==> src/rtl/core/amas_pkg.sv <==
package amas_pkg;

  // Fixed field widths
  localparam int SAMPLE_W    = 16;
  localparam int VALUE_W     = 32;
  localparam int WIN_CFG_W   = 5;
  localparam int COUNT_OUT_W = 5;
  localparam int OUT_DATA_W  = 40;

  // Configuration port
  localparam int CFG_DATA_W = 32;
  localparam int CFG_IDX_W  = 2;

  typedef logic [CFG_IDX_W-1:0] cfg_idx_t;

  localparam cfg_idx_t CFG_WINDOW_LENGTH = 2'd0;
  localparam cfg_idx_t CFG_SCALE_FACTOR  = 2'd1;
  localparam cfg_idx_t CFG_FILTER_ENABLE = 2'd2;

  // Register reset values
  localparam logic [WIN_CFG_W-1:0] WINDOW_LENGTH_RST = 5'd10;
  localparam logic [VALUE_W-1:0]   SCALE_FACTOR_RST  = 32'h0001_0000;
  localparam logic                 FILTER_ENABLE_RST = 1'b1;

  // Quotient bits retired per divider cycle
  localparam int DIV_STEP_BITS = 4;

endpackage

==> src/rtl/core/adc_moving_average_scaler.sv <==
// Moving-average scaler for a stream of 16-bit ADC samples.
// Input stream s_axis: one sample per transaction. Output stream m_axis: one
// result per sample, the rounded average of the window times the Q16.16 gain,
// saturated to 32 bits, together with the number of samples averaged.
// The window, gain and filter enable are written through cfg_we/cfg_index/
// cfg_data; the user must write them only while no sample is in flight, as
// the block does not enforce this. Writes do not clear the filter.
// Each sample passes through updating ring and sum, the multiply, loading
// the divider, ceil((16 + clog2(WINDOW_DEPTH) + 32) / 4) divider steps (13 at
// the default depth), the divider's done flag and loading the output register.
// The single divider retires four quotient bits a cycle. The block works on one
// sample at a time: a new sample is accepted only after the last result is
// loaded into the output register.
// s_axis_tready rises again as soon as a result sits in the output register,
// so the next sample may be processed while the receiver stalls; a finished
// result then waits until the output register is free.
// Reset (rst, synchronous) empties the filter: the average restarts from the
// next sample, and the registers return to a window of 10, a gain of 1.0
// and averaging enabled.
module adc_moving_average_scaler #(
  parameter int WINDOW_DEPTH = 16
) (
  input  logic                                clk,
  input  logic                                rst,
  // Configuration write port
  input  logic                                cfg_we,
  input  logic [amas_pkg::CFG_IDX_W-1:0]      cfg_index,
  input  logic [amas_pkg::CFG_DATA_W-1:0]     cfg_data,
  // Sample input
  input  logic                                s_axis_tvalid,
  output logic                                s_axis_tready,
  input  logic [amas_pkg::SAMPLE_W-1:0]       s_axis_tdata,   // [15:0] sample
  // Result output
  output logic                                m_axis_tvalid,
  input  logic                                m_axis_tready,
  // [31:0] filtered_value, [36:32] samples_in_window, [39:37] zero
  output logic [amas_pkg::OUT_DATA_W-1:0]     m_axis_tdata
);
  import amas_pkg::*;

  localparam int IDX_W = (WINDOW_DEPTH > 1) ? $clog2(WINDOW_DEPTH) : 1;
  localparam int CNT_W = $clog2(WINDOW_DEPTH + 1);
  localparam int SUM_W = SAMPLE_W + $clog2(WINDOW_DEPTH);
  localparam int NUM_W = SUM_W + VALUE_W;
  localparam int CMP_W = (CNT_W > WIN_CFG_W) ? CNT_W : WIN_CFG_W;

  // Sequencer states
  localparam logic [2:0] ST_IDLE   = 3'd0;
  localparam logic [2:0] ST_UPDATE = 3'd1;
  localparam logic [2:0] ST_MUL    = 3'd2;
  localparam logic [2:0] ST_DIVGO  = 3'd3;
  localparam logic [2:0] ST_DIV    = 3'd4;
  localparam logic [2:0] ST_DONE   = 3'd5;

  // Update kinds
  localparam logic [1:0] MODE_BYPASS  = 2'd0;
  localparam logic [1:0] MODE_FILL    = 2'd1;
  localparam logic [1:0] MODE_REPLACE = 2'd2;

  logic [2:0]            state;
  logic [2:0]            state_next;

  logic [WIN_CFG_W-1:0]  window_length;
  logic [VALUE_W-1:0]    scale_factor;
  logic                  filter_enable;

  logic [SUM_W-1:0]      running_sum;
  logic [CNT_W-1:0]      write_index;
  logic [CNT_W-1:0]      fill_count;

  logic [SAMPLE_W-1:0]   sample;
  logic [1:0]            mode;
  logic [IDX_W-1:0]      pos;
  logic [NUM_W-1:0]      product;

  logic [SAMPLE_W-1:0]   sample_ring [WINDOW_DEPTH];
  logic [SAMPLE_W-1:0]   ring_rdata;

  logic [CNT_W-1:0]      win_eff;
  logic [1:0]            mode_next;
  logic [IDX_W-1:0]      pos_next;
  logic                  accept;

  logic                  div_start;
  logic                  div_done;
  logic [NUM_W-1:0]      div_numer;
  logic [NUM_W-1:0]      quotient;
  logic [VALUE_W-1:0]    sat_value;

  logic                  out_valid;
  logic [VALUE_W-1:0]    out_value;
  logic [COUNT_OUT_W-1:0] out_count;
  logic                  out_load;

  // Configuration registers
  always_ff @(posedge clk) begin
    if (rst) begin
      window_length <= WINDOW_LENGTH_RST;
      scale_factor  <= SCALE_FACTOR_RST;
      filter_enable <= FILTER_ENABLE_RST;
    end else if (cfg_we) begin
      case (cfg_index)
        CFG_WINDOW_LENGTH: window_length <= cfg_data[WIN_CFG_W-1:0];
        CFG_SCALE_FACTOR:  scale_factor  <= cfg_data[VALUE_W-1:0];
        CFG_FILTER_ENABLE: filter_enable <= cfg_data[0];
        default: ;
      endcase
    end
  end

  // Clamp the window to 1 .. WINDOW_DEPTH
  always_comb begin
    if (window_length == '0) begin
      win_eff = CNT_W'(1);
    end else if (CMP_W'(window_length) > CMP_W'(WINDOW_DEPTH)) begin
      win_eff = CNT_W'(WINDOW_DEPTH);
    end else begin
      win_eff = CNT_W'(window_length);
    end
  end

  // Pick the update kind and ring slot for the incoming sample
  always_comb begin
    if (!filter_enable) begin
      mode_next = MODE_BYPASS;
      pos_next  = '0;
    end else if (fill_count < win_eff) begin
      mode_next = MODE_FILL;
      pos_next  = fill_count[IDX_W-1:0];
    end else begin
      mode_next = MODE_REPLACE;
      pos_next  = (write_index >= win_eff) ? '0 : write_index[IDX_W-1:0];
    end
  end

  assign s_axis_tready = (state == ST_IDLE);
  assign accept        = s_axis_tvalid && s_axis_tready;

  // Sample ring: read the old entry on accept, write the new one on update
  always_ff @(posedge clk) begin
    if (state == ST_UPDATE) begin
      sample_ring[pos] <= sample;
    end
    if (accept) begin
      ring_rdata <= sample_ring[pos_next];
    end
  end

  // Sequencer
  always_comb begin
    state_next = state;
    case (state)
      ST_IDLE:   if (accept) state_next = ST_UPDATE;
      ST_UPDATE: state_next = ST_MUL;
      ST_MUL:    state_next = ST_DIVGO;
      ST_DIVGO:  state_next = ST_DIV;
      ST_DIV:    if (div_done) state_next = ST_DONE;
      ST_DONE:   if (out_load) state_next = ST_IDLE;
      default:   state_next = ST_IDLE;
    endcase
  end

  always_ff @(posedge clk) begin
    if (rst) begin
      state <= ST_IDLE;
    end else begin
      state <= state_next;
    end
  end

  // Latch the transaction
  always_ff @(posedge clk) begin
    if (accept) begin
      sample <= s_axis_tdata;
      mode   <= mode_next;
      pos    <= pos_next;
    end
  end

  // Filter state update
  always_ff @(posedge clk) begin
    if (rst) begin
      running_sum <= '0;
      write_index <= '0;
      fill_count  <= '0;
    end else if (state == ST_UPDATE) begin
      case (mode)
        MODE_BYPASS: begin
          running_sum <= SUM_W'(sample);
          write_index <= CNT_W'(1);
          fill_count  <= CNT_W'(1);
        end
        MODE_FILL: begin
          running_sum <= running_sum + SUM_W'(sample);
          fill_count  <= fill_count + 1'b1;
          write_index <= fill_count + 1'b1;
        end
        MODE_REPLACE: begin
          running_sum <= running_sum - SUM_W'(ring_rdata) + SUM_W'(sample);
          write_index <= CNT_W'(pos) + 1'b1;
        end
        default: ;
      endcase
    end
  end

  // Scale the sum
  always_ff @(posedge clk) begin
    if (state == ST_MUL) begin
      product <= NUM_W'(running_sum) * NUM_W'(scale_factor);
    end
  end

  // Add half the count for rounding, then divide by the count
  assign div_start = (state == ST_DIVGO);
  assign div_numer = product + NUM_W'(fill_count >> 1);

  amas_div #(
    .NUM_W (NUM_W),
    .DEN_W (CNT_W)
  ) u_div (
    .clk      (clk),
    .rst      (rst),
    .start    (div_start),
    .numer    (div_numer),
    .denom    (fill_count),
    .done     (div_done),
    .quotient (quotient)
  );

  // Saturate to 32 bits
  assign sat_value = (quotient[NUM_W-1:VALUE_W] != '0) ? '1 : quotient[VALUE_W-1:0];

  // Output register: load when empty or being drained
  assign out_load = (state == ST_DONE) && (!out_valid || m_axis_tready);

  always_ff @(posedge clk) begin
    if (rst) begin
      out_valid <= 1'b0;
    end else if (out_load) begin
      out_valid <= 1'b1;
    end else if (m_axis_tready) begin
      out_valid <= 1'b0;
    end
  end

  always_ff @(posedge clk) begin
    if (out_load) begin
      out_value <= sat_value;
      out_count <= COUNT_OUT_W'(fill_count);
    end
  end

  assign m_axis_tvalid = out_valid;
  assign m_axis_tdata  = OUT_DATA_W'({out_count, out_value});

endmodule

==> src/rtl/core/amas_div.sv <==
module amas_div #(
  parameter int NUM_W = 52,
  parameter int DEN_W = 5
) (
  input  logic             clk,
  input  logic             rst,
  input  logic             start,
  input  logic [NUM_W-1:0] numer,
  input  logic [DEN_W-1:0] denom,
  output logic             done,
  output logic [NUM_W-1:0] quotient
);
  import amas_pkg::*;

  localparam int ITERS = (NUM_W + DIV_STEP_BITS - 1) / DIV_STEP_BITS;
  localparam int PAD_W = ITERS * DIV_STEP_BITS;
  localparam int CNT_W = $clog2(ITERS + 1);

  logic             busy;
  logic [CNT_W-1:0] iter_count;
  logic [PAD_W-1:0] quo;
  logic [DEN_W-1:0] rem;
  logic [DEN_W-1:0] den;
  logic [PAD_W-1:0] quo_next;
  logic [DEN_W-1:0] rem_next;

  // Restoring division, several quotient bits per cycle
  always_comb begin
    logic [DEN_W:0] trial;
    quo_next = quo;
    rem_next = rem;
    for (int k = 0; k < DIV_STEP_BITS; k++) begin
      trial    = {rem_next, quo_next[PAD_W-1]};
      quo_next = {quo_next[PAD_W-2:0], 1'b0};
      if (trial >= {1'b0, den}) begin
        trial       = trial - {1'b0, den};
        quo_next[0] = 1'b1;
      end
      rem_next = trial[DEN_W-1:0];
    end
  end

  // Load on start, then shift the numerator out and the quotient in
  always_ff @(posedge clk) begin
    if (rst) begin
      busy       <= 1'b0;
      done       <= 1'b0;
      iter_count <= '0;
    end else begin
      done <= 1'b0;
      if (start) begin
        busy       <= 1'b1;
        iter_count <= CNT_W'(ITERS);
      end else if (busy) begin
        iter_count <= iter_count - 1'b1;
        if (iter_count == CNT_W'(1)) begin
          busy <= 1'b0;
          done <= 1'b1;
        end
      end
    end
  end

  always_ff @(posedge clk) begin
    if (start) begin
      quo <= PAD_W'(numer);
      rem <= '0;
      den <= denom;
    end else if (busy) begin
      quo <= quo_next;
      rem <= rem_next;
    end
  end

  assign quotient = quo[NUM_W-1:0];

endmodule
==> config.mk <==
export PLATFORM = sky130hd
export DESIGN_NAME = adc_moving_average_scaler
export DESIGN_NICKNAME = d
export VERILOG_FILES = /design/src/rtl/core/amas_pkg.sv /design/src/rtl/core/adc_moving_average_scaler.sv /design/src/rtl/core/amas_div.sv
export SDC_FILE = /design/constraint.sdc
export NUM_CORES = 2
export LEC_CHECK = 0
export BUFFER_PORTS_ARGS = -buffer_cell sky130_fd_sc_hd__buf_2
export CAP_MARGIN = 20
export CORE_MARGIN = 3
export CORE_UTILIZATION = 25
export CTS_CLUSTER_SIZE = 25
export DETAILED_ROUTE_END_ITERATION = 6
export HOLD_SLACK_MARGIN = 0.03
export PLACE_DENSITY = 0.51
export SYNTH_ARGS = -nofsm -noshare
export SYNTH_HDL_FRONTEND = slang
export SYNTH_HIERARCHICAL = 1
export SYNTH_SLANG_ARGS = --single-unit
==> constraint.sdc <==
create_clock -name clk -period 7.55 [get_ports clk]
set_input_delay 0.755 -clock clk [delete_from_list [all_inputs] [get_ports clk]]
set_output_delay 0.755 -clock clk [all_outputs]
set_load 0.01 [all_outputs]
Word level (Yosys, flattened, before mapping)
Memories as Yosys holds them, arrays and structs flattened. A register that Yosys moved wholly into a read port is not among the register bits.
Cells that the tools add are included.
- logic and storage cells: 109
- memories: 1
- bits in registers: 251
- input bits: 55
- output and inout bits: 42
- bits in writable memories: 256
- memory list (memory ; words ; bits a word ; rd ports ; clocked after Yosys merged registers in ; wr ports ; RTL line ; source):
    sample_ring ; 16 ; 16 ; 1 ; 1 ; 1 ; adc_moving_average_scaler.sv:76 ; logic [SAMPLE_W-1:0] sample_ring [WINDOW_DEPTH];
- bitwise gates (word level): 1
- reduce and logical (&&, ||, !) cells: 21
- multiply operators: 1
- order comparisons: 7
- multiplexer cells: 33
- equality and inequality tests: 13
- add/subtract/negate cells: 11
- operator list (cell ; count):
    2-to-1 mux 52 bit ; 2
    one-hot mux 20 bit (3 select lines) ; 1
    adder 52 x 4 -> 52 bit ; 1
    multiplier 20 x 32 -> 52 bit ; 1
    adder 20 x 16 -> 20 bit ; 2
    2-to-1 mux 5 bit ; 6
    greater-or-equal comparator 6 x 5 -> 1 bit ; 4
    2-to-1 mux 4 bit ; 5
    nonzero test 20 bit ; 1
    subtractor 20 x 16 -> 20 bit ; 1
    subtractor 5 bit ; 4
    one-hot mux 3 bit (6 select lines) ; 1
    one-hot mux 5 bit (3 select lines) ; 1
    2-to-1 mux 1 bit ; 12
    one-hot mux 5 bit (2 select lines) ; 1
    AND reduction 2 bit ; 5
    2-to-1 mux 3 bit ; 3
    == test 3 x 2 -> 1 bit (second input constant) ; 2
    == test 3 bit (second input constant) ; 2
    nonzero test 2 bit ; 3
    adder 4 x 1 -> 5 bit (second input constant) ; 1
    adder 5 x 1 -> 5 bit (second input constant) ; 1
    greater-or-equal comparator 5 bit ; 1
    > comparator 5 bit (second input constant) ; 1
    other kinds (20) ; 25

Depth between registers and ports, before layout
- depth after elaboration: 10
- gate-level depth with buffers: 33
- depth with buffers taken out: 30

By module
Netlist, hierarchy kept.
- by module, submodules not included (module ; area an instance (sq um) ; cells an instance ; seq. area each (sq um) ; times used):
    adc_moving_average_scaler ; 41745.0 ; 4018 ; 12942.4 ; 1
    amas_div ; 3844.9 ; 295 ; 1931.9 ; 1

Least setup slack after synthesis
No wires, ideal clock.
- path kind: register -> register
- start: register u_div.quo[51] (netlist: u_div/quotient[51])
- end: register u_div.quo[0] (netlist: u_div/quotient[0]) (data pin)
- required time: 7.290 ns
- setup slack: 0.390 ns
- buffers on the path: 3
- clock period less this slack: 7.160 ns
- arrival time: 6.900 ns
- stages on the path, launching flop included: 32
- setup time: 0.260 ns
- path through: edfxtp_1 inv_1 ha_1 inv_1 fa_1 a21oi_1 o2bb2ai_2 or2_1 clkbuf_1 mux2_1 ha_1 a41o_1 o22ai_1 and3_1 buf_6 mux2_2 fa_1 nand2b_1 a21oi_1 o22a_1 a211oi_2 a21oi_2 mux2i_1 ha_1 a21o_1 a21o_1 a21o_1 a21oi_1 o41ai_4 or3_1 buf_6 mux2_2
- cells in the longest elaborated chain, start to end: 10
- elaborated cells between the ends (all ways): 13
- those cells by class: add/sub (3); order compare (4); mux (6)
- RTL lines (what ; RTL line ; source):
    start: declaration ; amas_div.sv:21 ; logic [PAD_W-1:0] quo;
    start signal: assignment ; amas_div.sv:66 ; quo <= PAD_W'(numer);
    start signal: assignment ; amas_div.sv:70 ; quo <= quo_next;
    subtractor 5 bit / greater-or-equal comparator 6 x 5 -> 1 bit (equally long branches) ; amas_div.sv:36, amas_div.sv:35 ;
    2-to-1 mux 5 bit (*) ; amas_div.sv:35 ; if (trial >= {1'b0, den}) begin
    subtractor 5 bit / greater-or-equal comparator 6 x 5 -> 1 bit (equally long branches) ; amas_div.sv:36, amas_div.sv:35 ;
    2-to-1 mux 5 bit (*) ; amas_div.sv:35 ;
    subtractor 5 bit / greater-or-equal comparator 6 x 5 -> 1 bit (equally long branches) ; amas_div.sv:36, amas_div.sv:35 ;
    2-to-1 mux 5 bit (*) ; amas_div.sv:35 ;
    greater-or-equal comparator 6 x 5 -> 1 bit (*) ; amas_div.sv:35 ;
    2-to-1 mux 1 bit (*) ; amas_div.sv:35 ;
    2-to-1 mux 52 bit (*) ; amas_div.sv:69 ; end else if (busy) begin
    2-to-1 mux 52 bit (*) ; amas_div.sv:65 ; if (start) begin
Mark *: on every way between the ends. The rest lies on a longest branch, timed or not. The select of a mux whose other input is x is not followed.
A chain may end at the register's enable or synchronous reset.

Worst setup path after layout
- start: register running_sum[7]
- end: register product[49] (data pin)
- cells in the longest elaborated chain, start to end: 1
- RTL lines (what ; RTL line ; source):
    start: declaration ; adc_moving_average_scaler.sv:67 ; logic [SUM_W-1:0] running_sum;
    start signal: assignment ; adc_moving_average_scaler.sv:189 ; running_sum <= SUM_W'(sample);
    start signal: assignment ; adc_moving_average_scaler.sv:194 ; running_sum <= running_sum + SUM_W'(sample);
    start signal: assignment ; adc_moving_average_scaler.sv:199 ; running_sum <= running_sum - SUM_W'(ring_rdata) + SUM_W'(sample);
    multiplier 20 x 32 -> 52 bit ; adc_moving_average_scaler.sv:210 ; product <= NUM_W'(running_sum) * NUM_W'(scale_factor);
    end signal: assignment ; adc_moving_average_scaler.sv:210 ;
    end: declaration ; adc_moving_average_scaler.sv:74 ; logic [NUM_W-1:0] product;
No other way between the ends.

==> impl_metrics.toml <==
[timing]
skew_ns = 0.0588
setup_violations = 0
hold_ws_ns = 0.236
slew_headroom_pct = 29.5
fmax_mhz = 139
hold_viol_final = 0
slew_violations = 0
worstMarginPinSlew_ns = 1.06
period_needed_ns = 7.20
fin_crit_sh_pct = 95.4
setup_tns_ns = 0

[clocking]
clock_latency_ns = 0.69
path_clk_slew_ns = 0.06
cts_tree = "built"
cts_inserted_buffers = 66
clock-sinks = 523
cts_root_buf = "clkbuf_16"
cts_hold_buf = 0
clockBufferDepth = 3
htree_num_levels = 3

[layout]
nNetsFinal = 5273
fillers = 18700
antennaDiodeCount = 0
drive_gt1_share_pct = 12.4
final_area_sq_um = 51900
area.growth.synth_to_final_pct = 13.9

[place]
port_buffers = 93
place.gp.congestion = 0.831
dp_hpwl_microns = 93400
dpl-instance-area_sq_um = 49400

[die]
pin_count = 97
dieArea_sq_um = 188000
rows = 156
start_util_pct = 25.2
die_h_microns = 433
core_sq_um = 181000
die_w_microns = 433

[routing]
drt-total-wl_microns = 124000
wl_met3_microns = 6600
wl_met1_microns = 56500
avgRoutedWirePerCell_microns = 18.1
drt_iter0_drc = 1837
met2_length_microns = 56800
dr.pass1.iters = 6
routed.top_layer = "met5"
ant_nets = 0
drt-vias-per-instance = 4.49
drc_errors = 0
num_vias = 30700

[logic_synthesis]
yosysTopAreaCell = "edfxtp_1"
synthCells = 4313
syn_area_sq_um = 45600
yosys-top-cells-count = "inv_1, fa_1, nand2_1"
synth_top_area_share_pct = 29.0
async_flop_share_pct = 0
synth_area_leaders = "edfxtp_1, fa_1, ha_1"
synth-seq-cells = 523
synth_flop_cell = "edfxtp_1"
synth_warnings = 6
synth_area_per_cell_sq_um = 10.6
yosysMostFrequentCell = "inv_1"
ys_types = 95
synth-edff-count = 440
yosysSeqAreaShare_pct = 32.6

[power_and_ir_drop]
peakVddDrop_uv = 229
leakage_nw = 21.7
power_density_nw_per_um2 = 187
finalPower_mw = 9.72

[grt]
grt_max_degree = 76
grt_pass1_vias = 32800
grt-ovfl-total = 0
grt_pass1_wl_microns = 194000
antenna_found_initial = 1
track_usage_pct = 13.4

[min_path]
hp-class = "primary input to register"

[setup_path]
critPathCaptureType = "register"
worstSetupStartpointType = "register"
crit_required_ns = 7.96
crit_arrival_ns = 7.62
crit_type = "register to register"
crit_fanout = 14

[flow_run]
drv_cap = 0

[run_status]
status = "completed"
## repair_timing
| item | in CTS | in global routing |
|---|---|---|
| gates resized for setup | 0 | 10 |
| setup buffers | 0 | 4 |
| endpoints found under the setup margin | 0 | 10 |
| hold endpoints to repair | 0 | 0 |
## per-layer routing
metal	GRT usage, %	up-vias
li1	-	14300
met1	18.1	15500
met2	21.5	766
met3	2.37	178
met4	4.51	2
met5	0	-
## final timing paths
kind                                 start  cells past startpoint  slack [ns]                       endpoint
max reg2reg    running_sum[7]$_SDFFE_PP0P_                     22        0.35          product[49]$_DFFE_PP_
min                        s_axis_tdata[7]                      1        0.24            sample[7]$_DFFE_PP_
max            running_sum[7]$_SDFFE_PP0P_                     22        0.35          product[49]$_DFFE_PP_
min reg2reg  scale_factor[13]$_SDFFE_PP0P_                      2        0.46  scale_factor[13]$_SDFFE_PP0P_
## registers in the layout, summed over array words and instances, names as in the netlist
name and cells:
sample_ring 256, filter_enable 1, u_div/quotient 52, ring_rdata 16, u_div/den 5, pos 4, product 52, out_count 5
out_value 32, u_div/done 1, scale_factor 32, mode 2, write_index 5, u_div/iter_count 4, u_div/busy 1, u_div/rem 5
window_length 5, fill_count 5, running_sum 20, sample 16, m_axis_tvalid 1, state 3
## through the flow
step	instances	util, %	worst slack, ns
2_1_floorplan	4315	-	0.390
3_3_place_gp	6713	27.3	0.189
5_1_grt	6840	28.7	-0.0116
6_report	6840	28.7	0.349
4_1_cts	6835	28.6	0.100
3_5_place_dp	6713	27.3	0.152
## critical path: stages, from the launching register on
cell and delay, ns:
dfxtp_1 0.60, buf_4 0.35, nand2_1 0.11, fa_1 0.47, fa_1 0.54, fa_1 0.51
inv_1 0.05, fa_1 0.57, fa_1 0.44, fa_1 0.52, inv_1 0.07, fa_1 0.48
inv_1 0.04, ha_1 0.36, nand2_1 0.13, nor4_1 0.36, nand3_1 0.13, a21oi_1 0.26
o41ai_2 0.12, buf_4 0.16, o31ai_2 0.32, a31oi_1 0.16, xnor2_1 0.15
## where the power goes
| part | leakage, nW | switching, mW | internal, mW | total, mW |
|---|---|---|---|---|
| clock network | 1.15 | 1.38 | 2.07 | 3.44 |
| logic | 16.0 | 1.62 | 1.23 | 2.86 |
| registers | 4.58 | 0.125 | 3.30 | 3.42 |
| total | 21.7 | 3.12 | 6.60 | 9.72 |
## cell usage in the layout, fill, tap and decap left out, drive strengths merged, types with 14 or more instances in the layout
cell      n
xor2     54
nand3    52
nor3     42
o21bai   14
clkinv   28
ha      244
nor2b    14
inv     696
fa      558
a21oi   160
mux2    155
and2    311
nor2    122
edfxtp  440
a211oi   21
a22oi    54
dfxtp    83
or3      37
buf     251
nand4    41
nor4     16
mux2i    42
o22a     17
a21o     50
clkbuf   75
xnor2    91
and3     23
o21ai    69
nand2   531
## area by class of cell
type                       count  area (sq um)  share of cell area, %
multi-input combinational   2881         27300                   52.5
sequential                   523         14900                   28.7
tap                         2370          2970                   5.71
inverter                     693          2600                   5.01
timing repair buffer         251          1800                   3.46
clock buffer                  75          1690                   3.25
clock inverter                47           717                   1.38
## cell families (layout without fill, tap and decap cells)
group | after synthesis | count (layout) | share of synthesized area (%)
DFF | 523 | 523 | 32.6
AOI/OAI and AO/OA | 504 | 504 | 7.54
buffers and inverters | 911 | 1066 | 7.71
adders and majority gates | 802 | 802 | 31.2
muxes | 197 | 197 | 4.92
and+or+nand+nor | 1230 | 1230 | 13.2
xor gates and xnor gates | 145 | 145 | 2.79
other | 1 | 3 | 0.00823
No activity file was read; power rests on OpenSTA's default activity.
